<file path="config.mk">
export PLATFORM = sky130hd
export DESIGN_NAME = ntcc_ctrl
export DESIGN_NICKNAME = d
export VERILOG_FILES = /design/src/rtl/core/ntcc_pkg.sv /design/src/rtl/core/ntcc_ctrl.sv
export SDC_FILE = /design/constraint.sdc
export NUM_CORES = 1
export LEC_CHECK = 0
export CORE_AREA = 2 2 88 90
export CTS_CLUSTER_SIZE = 12
export DETAILED_ROUTE_END_ITERATION = 6
export DIE_AREA = 0 0 90 92
export DONT_BUFFER_PORTS = 1
export PLACE_DENSITY = 0.68
export SLEW_MARGIN = 20
export SYNTH_ARGS = -nofsm -noshare
export SYNTH_HDL_FRONTEND = slang
export SYNTH_SLANG_ARGS = --single-unit
</file>
<file path="constraint.sdc">
create_clock -name i_clk -period 3.05 [get_ports i_clk]
set_input_delay 0 -clock i_clk [delete_from_list [all_inputs] [get_ports i_clk]]
set_output_delay 0 -clock i_clk [all_outputs]
set_load 0.1 [all_outputs]
</file>
<file path="src/rtl/core/ntcc_pkg.sv">
// ----------------------------------------------------------------------------
// ntcc_pkg: shared types and constants of the nested tag capacity checker
// Holds the stack geometry, the stack entry type and the shift command that
// the control logic hands to the row of stack cells.
// ----------------------------------------------------------------------------
package ntcc_pkg;

    // Stack depth and width of a level's size and inner sum.
    localparam int MAX_DEPTH = 256;
    localparam int SIZE_BITS = 23;

    // Width of a token on the input channel.
    localparam int TOKEN_W = 24;

    // Stack pointer counts 0 .. MAX_DEPTH open levels.
    localparam int SP_W = $clog2(MAX_DEPTH + 1);

    // Largest storable size; inner sums saturate here.
    localparam logic [63:0] SIZE_MAX = (64'd1 << SIZE_BITS) - 64'd1;

    typedef struct packed {
        logic [SIZE_BITS-1:0] size;
        logic [SIZE_BITS-1:0] sum;
    } t_entry;

    typedef enum logic [1:0] {
        OP_HOLD,
        OP_PUSH,
        OP_POP
    } t_op;

    typedef struct packed {
        t_op    op;
        t_entry push_entry;
        t_entry pop_entry;
    } t_stack_cmd;

    typedef struct packed {
        logic [SP_W-1:0] sp;
        logic            failed;
    } t_status;

endpackage : ntcc_pkg

</file>
<file path="src/rtl/core/ntcc_ctrl.sv">
// ----------------------------------------------------------------------------
// ntcc_ctrl: token decoder and stack control
// Keeps the stack pointer and the failure latch, checks each token against
// the top two stack entries and issues the shift command for the cell row.
// ----------------------------------------------------------------------------
module ntcc_ctrl
    import ntcc_pkg::*;
(
    input  logic                      i_clk,
    input  logic                      i_rst_n,
    input  logic                      i_fire,
    input  logic signed [TOKEN_W-1:0] i_token_value,
    input  logic                      i_last_token,
    input  t_entry                    i_top,
    input  t_entry                    i_next,
    output t_stack_cmd                o_cmd,
    output t_status                   o_status,
    output logic                      o_verdict
);

    logic [SP_W-1:0]      r_sp;
    logic [SP_W-1:0]      n_sp;
    logic                 r_failed;
    logic                 n_failed;

    logic [TOKEN_W-1:0]   w_bits;
    logic [TOKEN_W-1:0]   w_mag;
    logic                 w_open;
    logic                 w_oversize;
    logic                 w_full;
    logic                 w_empty;
    logic                 w_mismatch;
    logic                 w_no_room;
    logic [SIZE_BITS:0]   w_sum;
    logic [SP_W-1:0]      w_sp_proc;
    logic                 w_failed_proc;

    assign w_bits     = unsigned'(i_token_value);
    assign w_mag      = (~w_bits) + TOKEN_W'(1);
    assign w_open     = w_bits[TOKEN_W-1];
    assign w_oversize = 64'(w_mag) > SIZE_MAX;
    assign w_full     = (r_sp == SP_W'(MAX_DEPTH));
    assign w_empty    = (r_sp == '0);
    assign w_mismatch = 64'(i_top.size) != 64'(w_bits);
    assign w_no_room  = 64'(i_top.sum) >= 64'(w_bits);

    // Parent's inner sum after the top level closes, saturating.
    assign w_sum = {1'b0, i_next.sum} + {1'b0, i_top.size};

    always_comb begin
        o_cmd.op                = OP_HOLD;
        o_cmd.push_entry.size   = SIZE_BITS'(w_mag);
        o_cmd.push_entry.sum    = '0;
        o_cmd.pop_entry.size    = i_next.size;
        o_cmd.pop_entry.sum     = w_sum[SIZE_BITS] ? {SIZE_BITS{1'b1}} : w_sum[SIZE_BITS-1:0];
        w_sp_proc               = r_sp;
        w_failed_proc           = r_failed;

        if (i_fire && !r_failed) begin
            if (w_open) begin
                if (w_full || w_oversize) begin
                    w_failed_proc = 1'b1;
                end else begin
                    o_cmd.op  = OP_PUSH;
                    w_sp_proc = r_sp + SP_W'(1);
                end
            end else begin
                if (w_empty || w_mismatch || w_no_room) begin
                    w_failed_proc = 1'b1;
                end else begin
                    o_cmd.op  = OP_POP;
                    w_sp_proc = r_sp - SP_W'(1);
                end
            end
        end

        o_verdict = !w_failed_proc && (w_sp_proc == '0);

        // The last token ends the sequence and rearms the checker.
        if (i_fire && i_last_token) begin
            n_sp     = '0;
            n_failed = 1'b0;
        end else begin
            n_sp     = w_sp_proc;
            n_failed = w_failed_proc;
        end
    end

    always_ff @(posedge i_clk) begin
        if (!i_rst_n) begin
            r_sp     <= '0;
            r_failed <= 1'b0;
        end else begin
            r_sp     <= n_sp;
            r_failed <= n_failed;
        end
    end

    assign o_status.sp     = r_sp;
    assign o_status.failed = r_failed;

endmodule : ntcc_ctrl

</file>
* Word-level counts from Yosys, hierarchy flattened
Cells that the tools add are included.
Word-level totals: register bits after elaboration 10, bits of input ports 120, output and inout port bits 105, word-level logic and storage cells 36
Operators by class: $add $sub $neg 4, order comparisons 2, eq/ne operators 2, mux-type cells 13, bitwise gates (word level) 2, reduce and logical (&&, ||, !) cells 11
Operators by type and width (number):
- 2-to-1 mux 9 bit | 4
- adder 23 x 23 -> 24 bit | 1
- adder 24 x 1 -> 24 bit, second input constant | 1
- greater-or-equal comparator 23 x 24 -> 1 bit | 1
- greater-than comparator 24 x 23 -> 1 bit, second input constant | 1
- inequality test 23 x 24 -> 1 bit | 1
- NOT 24 bit | 1
- 2-to-1 mux 23 bit | 1
- logical NOT 9 bit | 2
- adder 9 x 1 -> 9 bit, second input constant | 1
- equality test 9 bit, second input constant | 1
- subtractor 9 x 1 -> 9 bit, second input constant | 1
- 2-to-1 mux 2 bit | 3
- 2-to-1 mux 1 bit | 5
- logical AND 1 bit | 3
- logical OR 1 bit | 3
- logical NOT 1 bit | 2
- OR reduction 2 bit | 1
- NOT 1 bit | 1

* Logic depth before layout (Yosys ltp)
Gate-level depths: netlist of the first run.
word-level depth 9, mapped depth 14, depth with buffers taken out 12

* Least setup slack after synthesis of the first run
OpenSTA, ideal clock, no wires.
path type reg2out, start point reg r_sp[1], end point out o_verdict, data arrival time 6.713 ns, required time 3.050 ns, setup slack -3.663 ns, cell stages (with the launch flop) 12, buffers on the path 1, cell sequence dfxtp_1 -> inv_1 -> ha_1 -> nor4b_2 -> a211oi_1 -> nand4_1 -> or3_1 -> clkbuf_2 -> nor3_1 -> a22oi_1 -> o221a_2 -> nor4_2
Between the ends: word-level cells in the longest chain between the ends 8, elaborated cells between the ends (all ways) 18, classes of those cells 2 x add/sub; 1 x eq/ne; 8 x mux; 7 x reduce/logical
Ends and longest elaborated chain:
- from (decl) | line ntcc_ctrl.sv:21 | logic [SP_W-1:0] r_sp;
- from (signal assigned) | line ntcc_ctrl.sv:94 | r_sp <= n_sp;
- parallel branches: the longest is 7 deep, another holds subtractor 9 x 1 -> 9 bit
- logical AND 1 bit (*) | line ntcc_ctrl.sv:77 | o_verdict = !w_failed_proc && (w_sp_proc == '0);
- to (decl) | line ntcc_ctrl.sv:18 | output logic o_verdict
Every way passes the cells marked *.

* Final worst setup path of the first run
Same ends and word-level chain as after synthesis.

==> results of run 1 <==
what timing repair did:
item                                   CTS  global route
endpoints found under the hold margin    2             0
pin swaps                               10             0
hold buffers                             2             0
setup buffers                            7             0
setup endpoints to repair               10            20
resized for setup                       12             2
final cells by class:
class	instances	area, µm²	area share, %
Multi-Input combinational cell	413	3250	74.0
Timing Repair Buffer	70	588	13.4
Sequential cell	10	224	5.10
Inverter	39	149	3.39
Tap cell	102	128	2.91
Clock buffer	4	55.1	1.25
power by group through the flow:
| stage | Combinational (W) | Sequential [W] | Clock (W) |
|---|---|---|---|
| 4_1_cts | 0.00130 | 0.000133 | 0.000174 |
| 5_1_grt | 0.00137 | 0.000133 | 0.000180 |
| 2_1_floorplan | 0.00121 | 0.000147 | 0 |
| 3_5_place_dp | 0.00129 | 0.000135 | 0 |
| 6_report | 0.00131 | 0.000132 | 0.000176 |
| 3_3_place_gp | 0.00127 | 0.000135 | 0 |
synth_stat cells, types with 3 or more instances:
cell / instances
o21bai_1: 4
nand2b_1: 7
and4_1: 3
clkbuf_2: 3
o21a_1: 8
and3_1: 3
ha_1: 49
nor4_1: 11
nor2b_1: 6
a21o_1: 11
nand3_1: 14
xnor2_1: 32
or3_2: 4
nor2_1: 38
o21ai_0: 19
xor2_1: 29
o211ai_1: 5
o31a_1: 3
buf_4: 48
nor3_1: 15
nand4_1: 9
or4_1: 4
buf_2: 5
inv_1: 39
a21oi_1: 24
buf_6: 3
o211a_1: 3
dfxtp_1: 10
o31ai_1: 3
or3_1: 4
a211oi_1: 6
nand2_1: 39
logic make-up (layout without fill, tap and decap cells):
kind of cell    after synthesis  in the layout
simple gates                174            174
compound gates              104            104
buf+inv                     101            113
xor+xnor                     61             61
fa+ha+maj                    50             50
flops                        10             10
other cells                   1             23
mux                           1              1
critical path: stages, from the launching register on:
cell,delay [ps]
dfxtp_4,370
inv_4,40
ha_4,150
nor4b_4,140
a211oi_2,220
nand4_1,210
or4_1,460
a211oi_2,230
mux2i_1,150
a211oi_2,270
nand4_1,200
nor4_4,230
buf_12,210
stage by stage:
step | instances | utilization (%)
floorplan | 524 | -
global placement | 625 | 55.7
detailed placement | 625 | 56.5
CTS | 638 | 58.9
global route | 638 | 59.0
finish | 638 | 59.0
final timing paths:
path / to / slack (ps) / cells past startpoint
max: o_verdict / -90 / 12
min: r_sp[1]$_SDFF_PP0_ / -2 / 2
max reg2reg: r_sp[3]$_SDFF_PP0_ / 250 / 11
min reg2reg: r_failed$_SDFF_PP0_ / 530 / 2
flip-flops by register name, summed over array words and instances (netlist names):
signal,cells
r_sp,9
r_failed,1
layer usage:
layer  global-route usage [%]  wire (µm)  up-vias
met3                     6.82        995       29
met2                     50.6       5860      195
li1                         -          -     1783
met4                     7.95        310        0
met1                     28.5       4160     1729
met5                        0          0        -
==> results.sh, run 1 <==
export IMPL_status="complete, but fails checks"
export IMPL_violations="hold timing, setup timing"
export IMPL_setup_tns_ps=-93.1
export IMPL_dieArea_um2=8280
export IMPL_timing_hold_ws_ps=-1.93
export IMPL_antenna_cells=0
export IMPL_report_final_slew_viol_count=0
export IMPL_fill_cells=692
export IMPL_yosys_register_bits=10
export IMPL_synth_flop_cell="dfxtp_1"
export IMPL_drive_gt1_share_pct=25.6
export IMPL_pwr_share_clk_pct=10.9
export IMPL_ys_seq_area_share_pct=5.50
export IMPL_grt_use_total_pct=26.5
export IMPL_synth_warnings=0
export IMPL_leakagePower_nw=2.03
export IMPL_worst_pin_slew_ps=854
export IMPL_cts_root_buf="clkbuf_8"
export IMPL_ios=225
export IMPL_min_delay_start="i_last_token"
export IMPL_wl_per_cell_um=17.8
export IMPL_synth_compound_area_share_pct=20.0
export IMPL_cts_sinks=10
export IMPL_synth_top_family_by_area="simple AND/OR/NAND/NOR gates"
export IMPL_layout_common_cells="buf_4, ha_1, nand2_1"
export IMPL_grt_pass1_vias=3722
export IMPL_cts_made_buffers=3
export IMPL_firstDrtPassIters=4
export IMPL_crit_fanout=4
export IMPL_post_place_ws_ps=-141
export IMPL_clkSlewWorstSetupHoldPaths_ps=60
export IMPL_fmax_mhz=318
export IMPL_relSlewSlack_pct=43.2
export IMPL_dieWidth_um=90
export IMPL_drc=0
export IMPL_crit_path_start="r_sp[1]$_SDFF_PP0_"
export IMPL_power_w=0.00161
export IMPL_post_route_min_period_ps=3140
export IMPL_flow_area_growth_from_synthesis_pct=20.7
export IMPL_pwr_share_seq_pct=8.2
export IMPL_setup_viol=1
export IMPL_async_flop_share_pct=0
export IMPL_drt_iter0_drc=144
export IMPL_vias_per_cell=5.86
export IMPL_setup_slack_ps=-93.1
export IMPL_dpl_hpwl_mm=9.51
export IMPL_rsz0062_at_grt="true"
export IMPL_core_area_um2=7450
export IMPL_synth_area_leaders="ha_1, buf_4, xnor2_1"
export IMPL_yosysTopAreaCellShare_pct=16.8
export IMPL_synthAdderAreaFrac_pct=17.4
export IMPL_timing_rr_start="r_sp[1]$_SDFF_PP0_"
export IMPL_power_density_nw_per_um2=367
export IMPL_synth_edff_count=0
export IMPL_fin_area_um2=4390
export IMPL_post_route_period_util_pct=103
export IMPL_antenna_found_initial=0
export IMPL_grt_max_degree=23
export IMPL_startpoint_type="register"
export IMPL_worstHoldPathType="input port to register"
export IMPL_crit_type="register to output pin"
export IMPL_routed_wl_mm=11.3
export IMPL_cell_internal_pwr_w=0.000570
export IMPL_die_height_um=92
export IMPL_fin_nets=707
export IMPL_initial_core_util_pct=48.9
export IMPL_cap_violations=0
export IMPL_clkLatencyLatePin_ps=250
export IMPL_fin_skew_ps=9.17
export IMPL_grt_first_pass_wirelength_mm=18.2
export IMPL_cts_tree="yes"
export IMPL_p_comb_share_pct=80.9
export IMPL_final_common_cell="buf_4"
export IMPL_muxShareOfSynthArea_pct=0.275
export IMPL_p_sw_w=0.00104
export IMPL_grt_overflow_total=0
export IMPL_h_tree_depth=1
export IMPL_antenna_left=0
export IMPL_hold_violations=1
export IMPL_vias=3736
export IMPL_placed_cell_area_um2=4210
export IMPL_cts_max_path_buffers=2
export IMPL_synth_largest_area_cell="ha_1"
export IMPL_p_sw_share_pct=64.7
export IMPL_yosys_area_share_simple_pct=25.5
export IMPL_synth_cell_type_count=62
export IMPL_cp_arrival_ps=3140
export IMPL_synth_xor_area_share_pct=14.7
export IMPL_syn_area_um2=3640
export IMPL_peakVddDrop_v=0.000333
export IMPL_crit_path_end_kind="output pin"
export IMPL_rows=32
export IMPL_synthCells=502
export IMPL_required_ps=3050
export IMPL_place_gp_congestion=0.899
export IMPL_syn_avg_cell_area_um2=7.25
export IMPL_io_buffers=0
(Power assumes the default switching activity.)
==> run 2, diff against run 1 <==
CORE_AREA = 2 2 86 88   (was 2 2 88 90)
DIE_AREA = 0 0 88 90   (was 0 0 90 92)
PLACE_DENSITY = 0.73   (was 0.68)
clock period = 2.5 ns   (was 3.05 ns; I/O delays follow)
==> results.sh, run 2 (synthesized netlist as in run 1, its figures left out) <==
export IMPL_final_common_cell="buf_4"
export IMPL_cp_arrival_ps=3060
export IMPL_place_inst=656
export IMPL_power_density_nw_per_um2=430
export IMPL_clkSlewWorstSetupHoldPaths_ps=60
export IMPL_cts_sinks=10
export IMPL_timing_hold_ws_ps=0.0379
export IMPL_hold_violations=0
export IMPL_routed_wl_mm=12.4
export IMPL_peakVddDrop_v=0.000501
export IMPL_gr_usage_met3_pct=7.25
export IMPL_crit_fanout=3
export IMPL_fin_util_pct=73.0
export IMPL_stdcell_count=665
export IMPL_antenna_left=0
export IMPL_groute_layer_met1_usage_pct=32.5
export IMPL_met2_usage_pct=55.0
export IMPL_rrSetupSlack_ps=-50
export IMPL_drive_gt1_share_pct=35.9
export IMPL_cts_tree="yes"
export IMPL_cts_root_buf="clkbuf_8"
export IMPL_worst_pin_slew_ps=869
export IMPL_setup_viol=3
export IMPL_ios=225
export IMPL_grt_pass1_vias=4083
export IMPL_cap_violations=0
export IMPL_grt_first_pass_wirelength_mm=19.4
export IMPL_h_tree_depth=1
export IMPL_placed_cell_area_um2=4860
export IMPL_cp_common_cell="or3_4"
export IMPL_violations="setup timing"
export IMPL_cts_made_buffers=3
export IMPL_drt_iter0_drc=174
export IMPL_post_route_min_period_ps=3060
export IMPL_critPathMaxStageDelay_ps=410
export IMPL_grt_use_total_pct=30.1
export IMPL_antenna_cells=0
export IMPL_antenna_found_initial=0
export IMPL_core_area_um2=7020
export IMPL_wl_per_cell_um=18.7
export IMPL_fin_skew_ps=11.7
export IMPL_crit_path_end_kind="output pin"
export IMPL_drc=0
export IMPL_clkLatencyLatePin_ps=240
export IMPL_rows=31
export IMPL_vias=3925
export IMPL_busiest_layer="met2"
export IMPL_largest_reg_flops=9
export IMPL_relSlewSlack_pct=42.2
export IMPL_vias_per_cell=5.90
export IMPL_setup_tns_ps=-617
export IMPL_startpoint_type="register"
export IMPL_dieArea_um2=7920
export IMPL_top_register="r_sp"
export IMPL_leakagePower_nw=2.33
export IMPL_fin_area_um2=5120
export IMPL_setup_slack_ps=-555
export IMPL_dieWidth_um=88
export IMPL_worstHoldPathType="input port to output pin"
export IMPL_cp_slowest_cell="or4_1"
export IMPL_rsz0062_at_grt="true"
export IMPL_layout_common_cells="buf_4, ha_1, nor2_1"
export IMPL_firstDrtPassIters=5
export IMPL_required_ps=2500
export IMPL_status="complete, but fails checks"
export IMPL_dpl_hpwl_mm=10.4
export IMPL_cts_max_path_buffers=2
export IMPL_report_final_slew_viol_count=0
export IMPL_flow_area_growth_from_synthesis_pct=40.7
export IMPL_grt_max_degree=17
export IMPL_post_route_period_util_pct=122
export IMPL_fin_nets=738
export IMPL_place_gp_congestion=0.935
export IMPL_crit_type="register to output pin"
export IMPL_grt_overflow_total=0
export IMPL_crit_chain="or3_4, or4_1, or3_4, buf_4, o21ai_0, a21oi_1, nand3b_1, nor4_4, buf_12"
export IMPL_initial_core_util_pct=51.8
export IMPL_fmax_mhz=327
export IMPL_top_regs="r_sp: 9 flops, r_failed: 1 flops"
export IMPL_io_buffers=0
export IMPL_die_height_um=90
[run 2: changes by cell type in the layout (fill, tap and decap cells not counted), sizes merged]
cell,change
clkbuf,-1
buf,+31
[run 2: worst paths after layout]
path                            start                   to  cells after the start
hold reg to reg   r_failed$_SDFF_PP0_  r_failed$_SDFF_PP0_                      2
setup reg to reg   r_sp[1]$_SDFF_PP0_   r_sp[3]$_SDFF_PP0_                     10
setup / recovery   r_sp[1]$_SDFF_PP0_            o_verdict                      9
hold / removal             i_next[44]            o_cmd[44]                      0
[run 2: critical path, delay by kind of cell (launching register included)]
kind	cells	cell delay (ps)
buf+inv	2	350
simple gates	5	1720
flops	1	350
compound gates	2	380
[run 2: through the flow]
stage	power [W]	setup slack, ps
after floorplan	0.00179	-1510
after global placement	0.00194	-344
after detailed placement	0.00197	-453
after CTS	0.00216	-541
after global routing	0.00229	-696
final	0.00220	-555
[run 2: per-layer routing]
metal  wire, µm  part of all wire [%]
met1       4430                    36
met5          0                     0
met4        437                   3.5
met2       6590                    53
met3        954                   7.7
[run 2: report_power, final]
| part | switching (W) | leakage, nW | internal (W) |
|---|---|---|---|
| combinational | 0.00132 | 2.23 | 0.000545 |
| clock | 0.0000680 | 0.0216 | 0.000106 |
| sequential | 0.00000270 | 0.0872 | 0.000157 |
| total | 0.00139 | 2.33 | 0.000808 |
[run 2: what timing repair did]
| action | CTS | global route |
|---|---|---|
| hold buffers | 2 | 0 |
| resized for setup | 11 | 23 |
| cloned | 0 | 0 |
| hold endpoints to repair | 2 | 0 |
| setup endpoints to repair | 23 | 29 |
| pin swaps | 9 | 14 |
| buffers inserted | 2 | 3 |
[run 2: cell type report]
class                           count  area, µm²
Inverter                           39        149
Multi-Input combinational cell    413       3610
Tap cell                           99        124
Fill cell                         521       1900
Timing Repair Buffer              101        976
Sequential cell                    10        226
Clock buffer                        3       41.3
